## src/hdl/rpwc_pkg.sv

```systemverilog
package rpwc_pkg;

    localparam int CHANNELS_DEF = 4;

    localparam int CH_W   = 2;
    localparam int TS_W   = 32;
    localparam int WID_W  = 16;
    localparam int CFG_W  = 16;
    localparam int CFG_AW = 3;

    localparam int S_DATA_W = ((CH_W + TS_W + 7) / 8) * 8;
    localparam int M_DATA_W = ((CH_W + WID_W + 7) / 8) * 8;

    localparam logic [CFG_AW-1:0] CFG_MIN_WIDTH    = CFG_AW'(0);
    localparam logic [CFG_AW-1:0] CFG_MAX_WIDTH    = CFG_AW'(1);
    localparam logic [CFG_AW-1:0] CFG_DEAD_LOW     = CFG_AW'(2);
    localparam logic [CFG_AW-1:0] CFG_DEAD_HIGH    = CFG_AW'(3);
    localparam logic [CFG_AW-1:0] CFG_CENTER_WIDTH = CFG_AW'(4);

    localparam logic [CFG_W-1:0] RST_MIN_WIDTH    = 16'd1000;
    localparam logic [CFG_W-1:0] RST_MAX_WIDTH    = 16'd2000;
    localparam logic [CFG_W-1:0] RST_DEAD_LOW     = 16'd1497;
    localparam logic [CFG_W-1:0] RST_DEAD_HIGH    = 16'd1503;
    localparam logic [CFG_W-1:0] RST_CENTER_WIDTH = 16'd1500;

    typedef struct packed {
        logic [CFG_W-1:0] min_width;
        logic [CFG_W-1:0] max_width;
        logic [CFG_W-1:0] dead_low;
        logic [CFG_W-1:0] dead_high;
        logic [CFG_W-1:0] center_width;
    } t_cfg;

endpackage

```

## src/hdl/rpwc_ram.sv

```systemverilog
module rpwc_ram #(
    parameter int WIDTH = 32,
    parameter int DEPTH = 4,
    parameter int AW    = (DEPTH > 1) ? $clog2(DEPTH) : 1
) (
    input  logic             i_clk,
    input  logic             i_we,
    input  logic [AW-1:0]    i_waddr,
    input  logic [WIDTH-1:0] i_wdata,
    input  logic             i_re,
    input  logic [AW-1:0]    i_raddr,
    output logic [WIDTH-1:0] o_rdata
);

    logic [WIDTH-1:0] r_mem [DEPTH];
    logic [WIDTH-1:0] r_rdata;

    always_ff @(posedge i_clk) begin
        if (i_we) begin
            r_mem[i_waddr] <= i_wdata;
        end
        if (i_re) begin
            r_rdata <= r_mem[i_raddr];
        end
    end

    assign o_rdata = r_rdata;

endmodule

```

## src/hdl/rpwc_shape.sv

```systemverilog
module rpwc_shape (
    input  rpwc_pkg::t_cfg                 i_cfg,
    input  logic [rpwc_pkg::TS_W-1:0]      i_raw,
    output logic [rpwc_pkg::WID_W-1:0]     o_width
);
    import rpwc_pkg::*;

    logic [TS_W-1:0]  min_ext;
    logic [TS_W-1:0]  max_ext;
    logic [TS_W-1:0]  lo_clamp;
    logic [TS_W-1:0]  hi_clamp;
    logic [WID_W-1:0] clamped;

    assign min_ext  = TS_W'(i_cfg.min_width);
    assign max_ext  = TS_W'(i_cfg.max_width);
    assign lo_clamp = (i_raw <= min_ext) ? min_ext : i_raw;
    assign hi_clamp = (lo_clamp >= max_ext) ? max_ext : lo_clamp;
    assign clamped  = hi_clamp[WID_W-1:0];

    always_comb begin
        if (clamped > i_cfg.dead_low && clamped < i_cfg.dead_high) begin
            o_width = i_cfg.center_width;
        end else begin
            o_width = clamped;
        end
    end

endmodule

```

## src/hdl/rc_pwm_pulse_width_capture.sv

```systemverilog
// A falling edge passes through the start-time read, the difference, and the clamp and
// deadband into the output register; a stalled output can hold it between these registers.
// Throughput: one edge event per cycle while the output is not stalled; the start-time
// memory takes one write or one read per event, so events never contend for it.
// Reset clears the limits to their defaults and marks every start time as zero
// at once; the block is ready in the first cycle after reset.
module rc_pwm_pulse_width_capture #(
    parameter int CHANNELS = rpwc_pkg::CHANNELS_DEF
) (
    input  logic                            i_clk,
    input  logic                            i_rst_n,
    input  logic                            i_cfg_we,
    input  logic [rpwc_pkg::CFG_AW-1:0]     i_cfg_addr,
    input  logic [rpwc_pkg::CFG_W-1:0]      i_cfg_wdata,
    input  logic                            s_axis_tvalid,
    output logic                            s_axis_tready,
    input  logic [rpwc_pkg::S_DATA_W-1:0]   s_axis_tdata,  // channel[1:0], timestamp[33:2]
    input  logic                            s_axis_tuser,  // level
    output logic                            m_axis_tvalid,
    input  logic                            m_axis_tready,
    output logic [rpwc_pkg::M_DATA_W-1:0]   m_axis_tdata   // out_channel[1:0], width[17:2]
);
    import rpwc_pkg::*;

    localparam int AW = (CHANNELS > 1) ? $clog2(CHANNELS) : 1;

    t_cfg r_cfg;

    logic [CH_W-1:0] in_ch;
    logic [TS_W-1:0] in_ts;
    logic [AW+1:0]   ch_ext;
    logic [AW-1:0]   addr;
    logic            ch_ok;
    logic            s_acc;
    logic            ram_we;
    logic            ram_re;
    logic [TS_W-1:0] ram_rdata;

    logic [CHANNELS-1:0] r_written;

    logic            r_s1_vld;
    logic            r_s1_hit;
    logic [CH_W-1:0] r_s1_ch;
    logic [TS_W-1:0] r_s1_ts;
    logic [TS_W-1:0] start_time;

    logic            r_s2_vld;
    logic [CH_W-1:0] r_s2_ch;
    logic [TS_W-1:0] r_s2_diff;

    logic             r_out_vld;
    logic [CH_W-1:0]  r_out_ch;
    logic [WID_W-1:0] r_out_width;
    logic [WID_W-1:0] shaped;

    logic out_free;
    logic s2_free;
    logic s1_free;

    assign in_ch  = s_axis_tdata[CH_W-1:0];
    assign in_ts  = s_axis_tdata[CH_W+TS_W-1:CH_W];
    assign ch_ext = (AW+2)'(in_ch);
    assign addr   = ch_ext[AW-1:0];
    assign ch_ok  = ch_ext < (AW+2)'(CHANNELS);

    assign out_free = !r_out_vld || m_axis_tready;
    assign s2_free  = !r_s2_vld || out_free;
    assign s1_free  = !r_s1_vld || s2_free;

    assign s_axis_tready = s1_free;
    assign s_acc         = s_axis_tvalid && s_axis_tready;
    assign ram_we        = s_acc && ch_ok && s_axis_tuser;
    assign ram_re        = s_acc && ch_ok && !s_axis_tuser;

    always_ff @(posedge i_clk) begin
        if (!i_rst_n) begin
            r_cfg.min_width    <= RST_MIN_WIDTH;
            r_cfg.max_width    <= RST_MAX_WIDTH;
            r_cfg.dead_low     <= RST_DEAD_LOW;
            r_cfg.dead_high    <= RST_DEAD_HIGH;
            r_cfg.center_width <= RST_CENTER_WIDTH;
        end else if (i_cfg_we) begin
            unique case (i_cfg_addr)
                CFG_MIN_WIDTH:    r_cfg.min_width    <= i_cfg_wdata;
                CFG_MAX_WIDTH:    r_cfg.max_width    <= i_cfg_wdata;
                CFG_DEAD_LOW:     r_cfg.dead_low     <= i_cfg_wdata;
                CFG_DEAD_HIGH:    r_cfg.dead_high    <= i_cfg_wdata;
                CFG_CENTER_WIDTH: r_cfg.center_width <= i_cfg_wdata;
                default: ;
            endcase
        end
    end

    rpwc_ram #(
        .WIDTH(TS_W),
        .DEPTH(CHANNELS),
        .AW   (AW)
    ) u_start_ram (
        .i_clk  (i_clk),
        .i_we   (ram_we),
        .i_waddr(addr),
        .i_wdata(in_ts),
        .i_re   (ram_re),
        .i_raddr(addr),
        .o_rdata(ram_rdata)
    );

    // Unwritten entries read as zero
    always_ff @(posedge i_clk) begin
        if (!i_rst_n) begin
            r_written <= '0;
        end else if (ram_we) begin
            r_written[addr] <= 1'b1;
        end
    end

    always_ff @(posedge i_clk) begin
        if (!i_rst_n) begin
            r_s1_vld  <= 1'b0;
            r_s2_vld  <= 1'b0;
            r_out_vld <= 1'b0;
        end else begin
            if (s1_free) begin
                r_s1_vld <= ram_re;
            end
            if (s2_free) begin
                r_s2_vld <= r_s1_vld;
            end
            if (out_free) begin
                r_out_vld <= r_s2_vld;
            end
        end
    end

    assign start_time = r_s1_hit ? ram_rdata : '0;

    always_ff @(posedge i_clk) begin
        if (ram_re) begin
            r_s1_hit <= r_written[addr];
            r_s1_ch  <= in_ch;
            r_s1_ts  <= in_ts;
        end
        if (s2_free && r_s1_vld) begin
            r_s2_ch   <= r_s1_ch;
            r_s2_diff <= r_s1_ts - start_time;
        end
        if (out_free && r_s2_vld) begin
            r_out_ch    <= r_s2_ch;
            r_out_width <= shaped;
        end
    end

    rpwc_shape u_shape (
        .i_cfg  (r_cfg),
        .i_raw  (r_s2_diff),
        .o_width(shaped)
    );

    assign m_axis_tvalid = r_out_vld;
    assign m_axis_tdata  = M_DATA_W'({r_out_width, r_out_ch});

endmodule

```

## config.mk

```make
export PLATFORM = sky130hd
export DESIGN_NAME = rc_pwm_pulse_width_capture
export DESIGN_NICKNAME = d
export VERILOG_FILES = /design/src/hdl/rpwc_pkg.sv /design/src/hdl/rpwc_ram.sv /design/src/hdl/rpwc_shape.sv /design/src/hdl/rc_pwm_pulse_width_capture.sv
export SDC_FILE = /design/constraint.sdc
export NUM_CORES = 1
export LEC_CHECK = 0
export ABC_AREA = 1
export BUFFER_PORTS_ARGS = -buffer_cell sky130_fd_sc_hd__buf_2
export CORE_MARGIN = 2
export CORE_UTILIZATION = 60
export CTS_BUF_LIST = sky130_fd_sc_hd__clkbuf_2
export CTS_CLUSTER_DIAMETER = 80
export DETAILED_ROUTE_END_ITERATION = 6
export GPL_TIMING_DRIVEN = 0
export PLACE_DENSITY_LB_ADDON = 0.15
export SLEW_MARGIN = 15
export SYNTH_ARGS = -nofsm -noshare
export SYNTH_HDL_FRONTEND = slang
export SYNTH_SLANG_ARGS = --single-unit
```

## constraint.sdc

```tcl
create_clock -name i_clk -period 6.1 [get_ports i_clk]
set_clock_uncertainty 0.15 [all_clocks]
set_input_delay 0 -clock i_clk [delete_from_list [all_inputs] [get_ports i_clk]]
set_output_delay 0 -clock i_clk [all_outputs]
set_load 0.01 [all_outputs]
```

==> results.json, run 1 <==
{
  "cap_violations": 0,
  "synth-seq-cells": 334,
  "vdd_drop_max_mv": 0.220,
  "layout_commonest_cell": "nand2_1",
  "start_util_pct": 61.3,
  "dr.pass1.iters": 5,
  "core_area_mm2": 0.0245,
  "finalPower_uw": 4570,
  "setup_viol": 0,
  "clock_sinks": 334,
  "worst_ep_required_time_ps": 6560,
  "fp-row-count": 57,
  "wl_per_cell_um": 16.8,
  "drt_iter0_markers": 758,
  "power_density_mw_per_mm2": 252,
  "finalNetCount": 1863,
  "die_width_um": 162,
  "r2r_end": "r_out_width[12]$_DFFE_PP_",
  "path_common_cell": "nand2_1",
  "status": "complete, no violations",
  "slew_violations": 0,
  "drive_gt1_share_pct": 14.4,
  "synth_top_area_share_pct": 49.5,
  "hp-start": "i_rst_n",
  "synth-seq-area-share_pct": 61.1,
  "grt_overflow_total": 0,
  "slew_headroom_pct": 37.5,
  "clk_latency_ps": 880,
  "slowest_stage": "edfxtp_1",
  "fin_crit_ps": 5600,
  "vias": 11346,
  "yosys_warnings": 0,
  "vias_per_cell": 5.44,
  "clk_path_buf_depth": 3,
  "clkSlewWorstSetupHoldPaths_ps": 110,
  "h-tree-depth": 3,
  "grt_pass1_vias": 11421,
  "grt_use_total_pct": 27.1,
  "cts_buffers": 82,
  "whs_endpoint": "r_cfg[21]$_SDFFE_PN0P_",
  "r2r_cells": 28,
  "finalWirelength_um": 35100,
  "cp.arrival_ps": 6070,
  "fp.dieArea_mm2": 0.0263,
  "crit_type": "reg -> reg",
  "synth.area.top_cells": "edfxtp_1 (49%), dfxtp_1 (12%), ha_1 (7.8%), nand2_1 (6.6%), a21oi_1 (3.9%)",
  "cp_max_fo": 10,
  "final-hold-violation-count": 0,
  "synth.distinct_cells": 47,
  "synth_area_per_cell_um2": 10.8,
  "final_cell_mix": "nand2_1 (265), edfxtp_1 (247), dlygate4sd3_1 (139), inv_1 (117), a21oi_1 (116)",
  "grt_pass1_wl_um": 55700,
  "tightest_slew_ps": 937,
  "stdcell_count": 2087,
  "pin_count": 91,
  "grt_max_degree": 35,
  "post-route-period-util_pct": 91.9,
  "syn_area_mm2": 0.0150,
  "synth_top_area_cell": "edfxtp_1",
  "grt_antenna_before_repair": 1,
  "hp-class": "in -> reg",
  "crit_path_end_kind": "flop",
  "fmax_ghz": 0.178,
  "io_buffers": 78,
  "dp_hpwl_um": 24000,
  "r2r_start": "r_s2_diff[7]$_DFFE_PP_",
  "ant_nets": 0,
  "drc": 0,
  "cp-start-kind": "flop",
  "placed_cells": 1803,
  "hold-worst-slack_ps": 76.1,
  "min_path_cells": 5,
  "p_leak_uw": 0.00743,
  "die_h_um": 162,
  "postSynthCellCount": 1386,
  "area_growth_pct": 21.0,
  "routabilityCongestion": 0.908,
  "clock-root-buffer": "clkbuf_2",
  "cpPeakStageDelay_ps": 430,
  "rrSetupSlack_ps": 500,
  "tritoncts": "done"
}
## cells in the mapped netlist, drive strengths merged
cell type    n
o21bai       3
buf         14
nor4         1
o211a        1
clkinv       1
a221oi       2
nor2        91
a21boi       1
inv        125
dfxtp       87
edfxtp     247
xor2        22
a22oi       58
a21oi      119
a31oi        2
a211oi       2
o21ai       91
nor2b        1
o211ai      21
nand2      268
nor3        11
clkbuf      35
fa           1
o221a        1
o21a        13
o2111ai      1
o221ai       2
nand3       49
a21o         2
nand4        9
xnor2        9
conb         1
nand3b       1
ha          94
## report_power, final
group	leakage [uW]	switching, uW	internal (uW)	total [uW]
logic	0.00391	353	247	601
registers	0.00299	28.0	2550	2570
clock network	0.000529	890	508	1400
## worst max path at each step
stage | from | end | slack, ps | cells past startpoint
after floorplan | r_s2_diff[11]$_DFFE_PP_ | r_out_width[10]$_DFFE_PP_ | 1180 | 30
after global placement | r_s2_diff[7]$_DFFE_PP_ | r_out_width[12]$_DFFE_PP_ | -70 | 28
after detailed placement | r_s2_diff[7]$_DFFE_PP_ | r_out_width[12]$_DFFE_PP_ | -120 | 28
after CTS | r_s2_diff[7]$_DFFE_PP_ | r_out_width[12]$_DFFE_PP_ | 1 | 30
after global routing | r_s2_diff[15]$_DFFE_PP_ | r_out_width[12]$_DFFE_PP_ | -20 | 32
final | r_s2_diff[7]$_DFFE_PP_ | r_out_width[12]$_DFFE_PP_ | 500 | 28
## cell families after synthesis
group	Yosys count	share of synthesized area, %
AO/OA/AOI/OAI	319	12.7
XOR/XNOR	31	1.81
adder cells (fa/ha/maj)	95	7.98
buffers and inverters	175	4.61
flip-flops	334	61.1
other	1	0.0250
AND/OR/NAND/NOR	431	11.8
## metrics by stage
step | worst slack, ps | cell area [um2] | setup TNS [ps] | util [%]
floorplan | 1180 | 15000 | 0 | -
global placement | -65.5 | 15800 | -606 | 64.6
global route | -19.3 | 18100 | -55.0 | 74.2
detailed placement | -123 | 16000 | -1130 | 65.4
CTS | 1.35 | 18100 | 0 | 74.0
finish | 495 | 18100 | 0 | 74.2
## what timing repair did
item	in CTS	in global routing
hold buffers	139	0
resized for setup	2	23
buffers inserted	0	1
hold endpoints to repair	470	0
endpoints found under the setup margin	10	16
pin swaps	1	1
## final cells by class
cell class / count / area (um2)
Antenna cell: 1 / 2.50
Sequential cell: 334 / 9160
Clock inverter: 31 / 148
Multi-Input combinational cell: 882 / 5210
Fill cell: 1696 / 6320
Inverter: 126 / 473
Buffer: 49 / 234
Tap cell: 324 / 405
Clock buffer: 112 / 561
Timing Repair Buffer: 228 / 1950
## flip-flops by register name (all words and copies together), names as in the netlist
name,cells
m_axis_tvalid,1
r_cfg,80
r_out_ch,2
r_out_width,16
r_s1_ch,2
r_s1_hit,1
r_s1_ts,32
r_s1_vld,1
r_s2_ch,2
r_s2_diff,32
r_s2_vld,1
r_written,4
u_start_ram.o_rdata,32
u_start_ram.r_mem,128
## per-layer routing
layer | global-route usage, % | vias to the layer above | part of all wire (%)
li1 | - | 5580 | -
met5 | 0 | - | 0
met4 | 11.8 | 0 | 3.0
met3 | 5.03 | 83 | 5.8
met1 | 33.2 | 5294 | 42
met2 | 47.2 | 389 | 50
## critical path, delay by kind of cell, from the launching register on
kind	cells	cell delay, ps
fa+ha+maj	3	820
flops	1	430
compound gates	6	1470
buf+inv	4	780
simple gates	15	1710
No activity file was read; power rests on OpenSTA's default activity.
==> inputs of run 2 (changes only) <==
--- a/config.mk
+++ b/config.mk
@@ -14,6 +14,8 @@
 export DETAILED_ROUTE_END_ITERATION = 6
 export GPL_TIMING_DRIVEN = 0
 export PLACE_DENSITY_LB_ADDON = 0.15
+export REMOVE_ABC_BUFFERS = 1
+export SETUP_SLACK_MARGIN = 0.1
 export SLEW_MARGIN = 15
 export SYNTH_ARGS = -nofsm -noshare
 export SYNTH_HDL_FRONTEND = slang
==> run 2 against run 1 <==
Largest power group unchanged. Sequential cell count unchanged. Non-clock buffer count down 48. Register-to-register slack improved by 30 ps. Critical endpoint is now r_out_width[3]$_DFFE_PP_. Hold slack gained 39 ps. Utilization down 0.33 points. Count of clock-buffer cells in the layout increased by 7. Final cell count decreased by 1.8%. Clock power is 6% higher. Power up 1.2%.
==> results.json, run 2 (synthesis gave the netlist of run 1 again) <==
{
  "drive_gt1_share_pct": 15.4,
  "grt_pass1_vias": 11085,
  "worst_ep_required_time_ps": 6660,
  "die_width_um": 162,
  "largest-register": "u_start_ram.r_mem",
  "cp_max_fo": 16,
  "largestRegisters": "u_start_ram.r_mem (128), r_cfg (80)",
  "drt_iter0_markers": 827,
  "fin_crit_ps": 5570,
  "rrSetupSlack_ps": 530,
  "finalWirelength_um": 32800,
  "crit_path_end_kind": "flop",
  "wl_per_cell_um": 16.0,
  "finalNetCount": 1818,
  "final_cell_mix": "nand2_1 (264), edfxtp_1 (247), dlygate4sd3_1 (133), clkbuf_2 (119), a21oi_1 (116)",
  "clk_latency_ps": 880,
  "power.share.clock_pct": 32.0,
  "hp-class": "in -> reg",
  "stdcell_count": 2050,
  "slowest_stage": "edfxtp_1",
  "clkSlewWorstSetupHoldPaths_ps": 110,
  "io_buffers": 78,
  "cpPeakStageDelay_ps": 410,
  "placed_cells": 1756,
  "nFillCells": 1708,
  "vdd_drop_max_mv": 0.178,
  "post-route-period-util_pct": 91.3,
  "cp-start-kind": "flop",
  "fmax_ghz": 0.179,
  "p_comb_share_pct": 12.4,
  "slew_headroom_pct": 36.6,
  "layout_commonest_cell": "nand2_1",
  "power_density_mw_per_mm2": 256,
  "crit_type": "reg -> reg",
  "ant_nets": 0,
  "routabilityCongestion": 0.839,
  "start_util_pct": 61.3,
  "rsz0062_at_grt": "no",
  "vias": 11076,
  "status": "complete, no violations",
  "fp.dieArea_mm2": 0.0263,
  "vias_per_cell": 5.40,
  "grt_use_total_pct": 25.2,
  "final-hold-violation-count": 0,
  "slew_violations": 0,
  "setup_viol": 0,
  "clk_path_buf_depth": 3,
  "dp_hpwl_um": 20600,
  "fp-row-count": 57,
  "cts_buffers": 82,
  "clock_sinks": 334,
  "finalPower_uw": 4630,
  "area_growth_pct": 20.4,
  "cp.arrival_ps": 6130,
  "p_sw_uw": 1270,
  "swShare_pct": 27.4,
  "p_int_uw": 3360,
  "drc": 0,
  "tightest_slew_ps": 948,
  "pwr-share-seq_pct": 55.6,
  "largest_reg_flops": 128,
  "p_leak_uw": 0.00739,
  "grt_pass1_wl_um": 52700,
  "clock-root-buffer": "clkbuf_2",
  "grt_antenna_before_repair": 1,
  "core_area_mm2": 0.0245,
  "cap_violations": 0,
  "grt_overflow_total": 0,
  "grt_max_degree": 79,
  "die_h_um": 162,
  "pin_count": 91,
  "dr.pass1.iters": 6,
  "h-tree-depth": 3,
  "tritoncts": "done"
}
## run 2: power by group through the flow
| stage | combinational, uW | clock (uW) | sequential (uW) |
|---|---|---|---|
| 6_report | 574 | 1480 | 2570 |
| 5_1_grt | 641 | 1620 | 2580 |
| 4_1_cts | 564 | 1510 | 2570 |
| 3_5_place_dp | 496 | 0 | 2630 |
| 3_3_place_gp | 463 | 0 | 2630 |
| 2_1_floorplan | 332 | 0 | 2620 |
## run 2: area by class of cell
| class | instances | area, um2 | share of cell area (%) |
|---|---|---|---|
| multi-input combinational | 885 | 5280 | 29.2 |
| antenna | 1 | 2.50 | 0.0139 |
| inverter | 126 | 473 | 2.62 |
| timing repair buffer | 229 | 1970 | 10.9 |
| tap | 324 | 405 | 2.24 |
| clock buffer | 119 | 596 | 3.30 |
| clock inverter | 32 | 178 | 0.984 |
| sequential | 334 | 9160 | 50.7 |
## run 2: what timing repair did
action / in CTS / in global routing
setup endpoints to repair: 16 / 16
hold endpoints to repair: 494 / 0
setup buffers: 1 / 4
pin swaps: 2 / 3
hold buffers: 133 / 0
gates cloned: 1 / 2
gates resized for setup: 2 / 6
## run 2: path summary, 6_finish.rpt
kind,endpoint,start,cells after the start
min reg2reg,r_s2_ch[0]$_DFFE_PP_,r_s1_ch[0]$_DFFE_PP_,0
max,r_out_width[3]$_DFFE_PP_,r_s2_diff[15]$_DFFE_PP_,28
max reg2reg,r_out_width[3]$_DFFE_PP_,r_s2_diff[15]$_DFFE_PP_,28
min,r_cfg[55]$_SDFFE_PN1P_,i_cfg_addr[1],5
## run 2: through the flow
step	setup slack [ps]	TNS [ps]	utilization [%]	hold slack, ps	area [um2]
after floorplan	548	0	-	-65.9	14800
after global placement	-825	-13020	63.7	75.9	15600
after detailed placement	-963	-15170	64.7	83.1	15800
after CTS	199	0	73.4	13.4	18000
after global routing	117	0	73.8	98.6	18100
final	529	0	73.8	116	18100
## run 2: critical path, delay by kind of cell, from the launching register on
family	cells	cell delay [ps]
DFF	1	410
adders and majority gates	3	970
AOI/OAI and AO/OA	10	2020
buffers and inverters	3	370
and+or+nand+nor	12	1520
## run 2: metal layers
metal / global-route usage (%) / vias to the layer above / share of wire (%)
li1: - / 5495 / -
met4: 12.0 / 0 / 3.4
met5: 0 / - / 0
met3: 4.32 / 76 / 4.6
met1: 30.0 / 5182 / 42
met2: 44.4 / 323 / 50
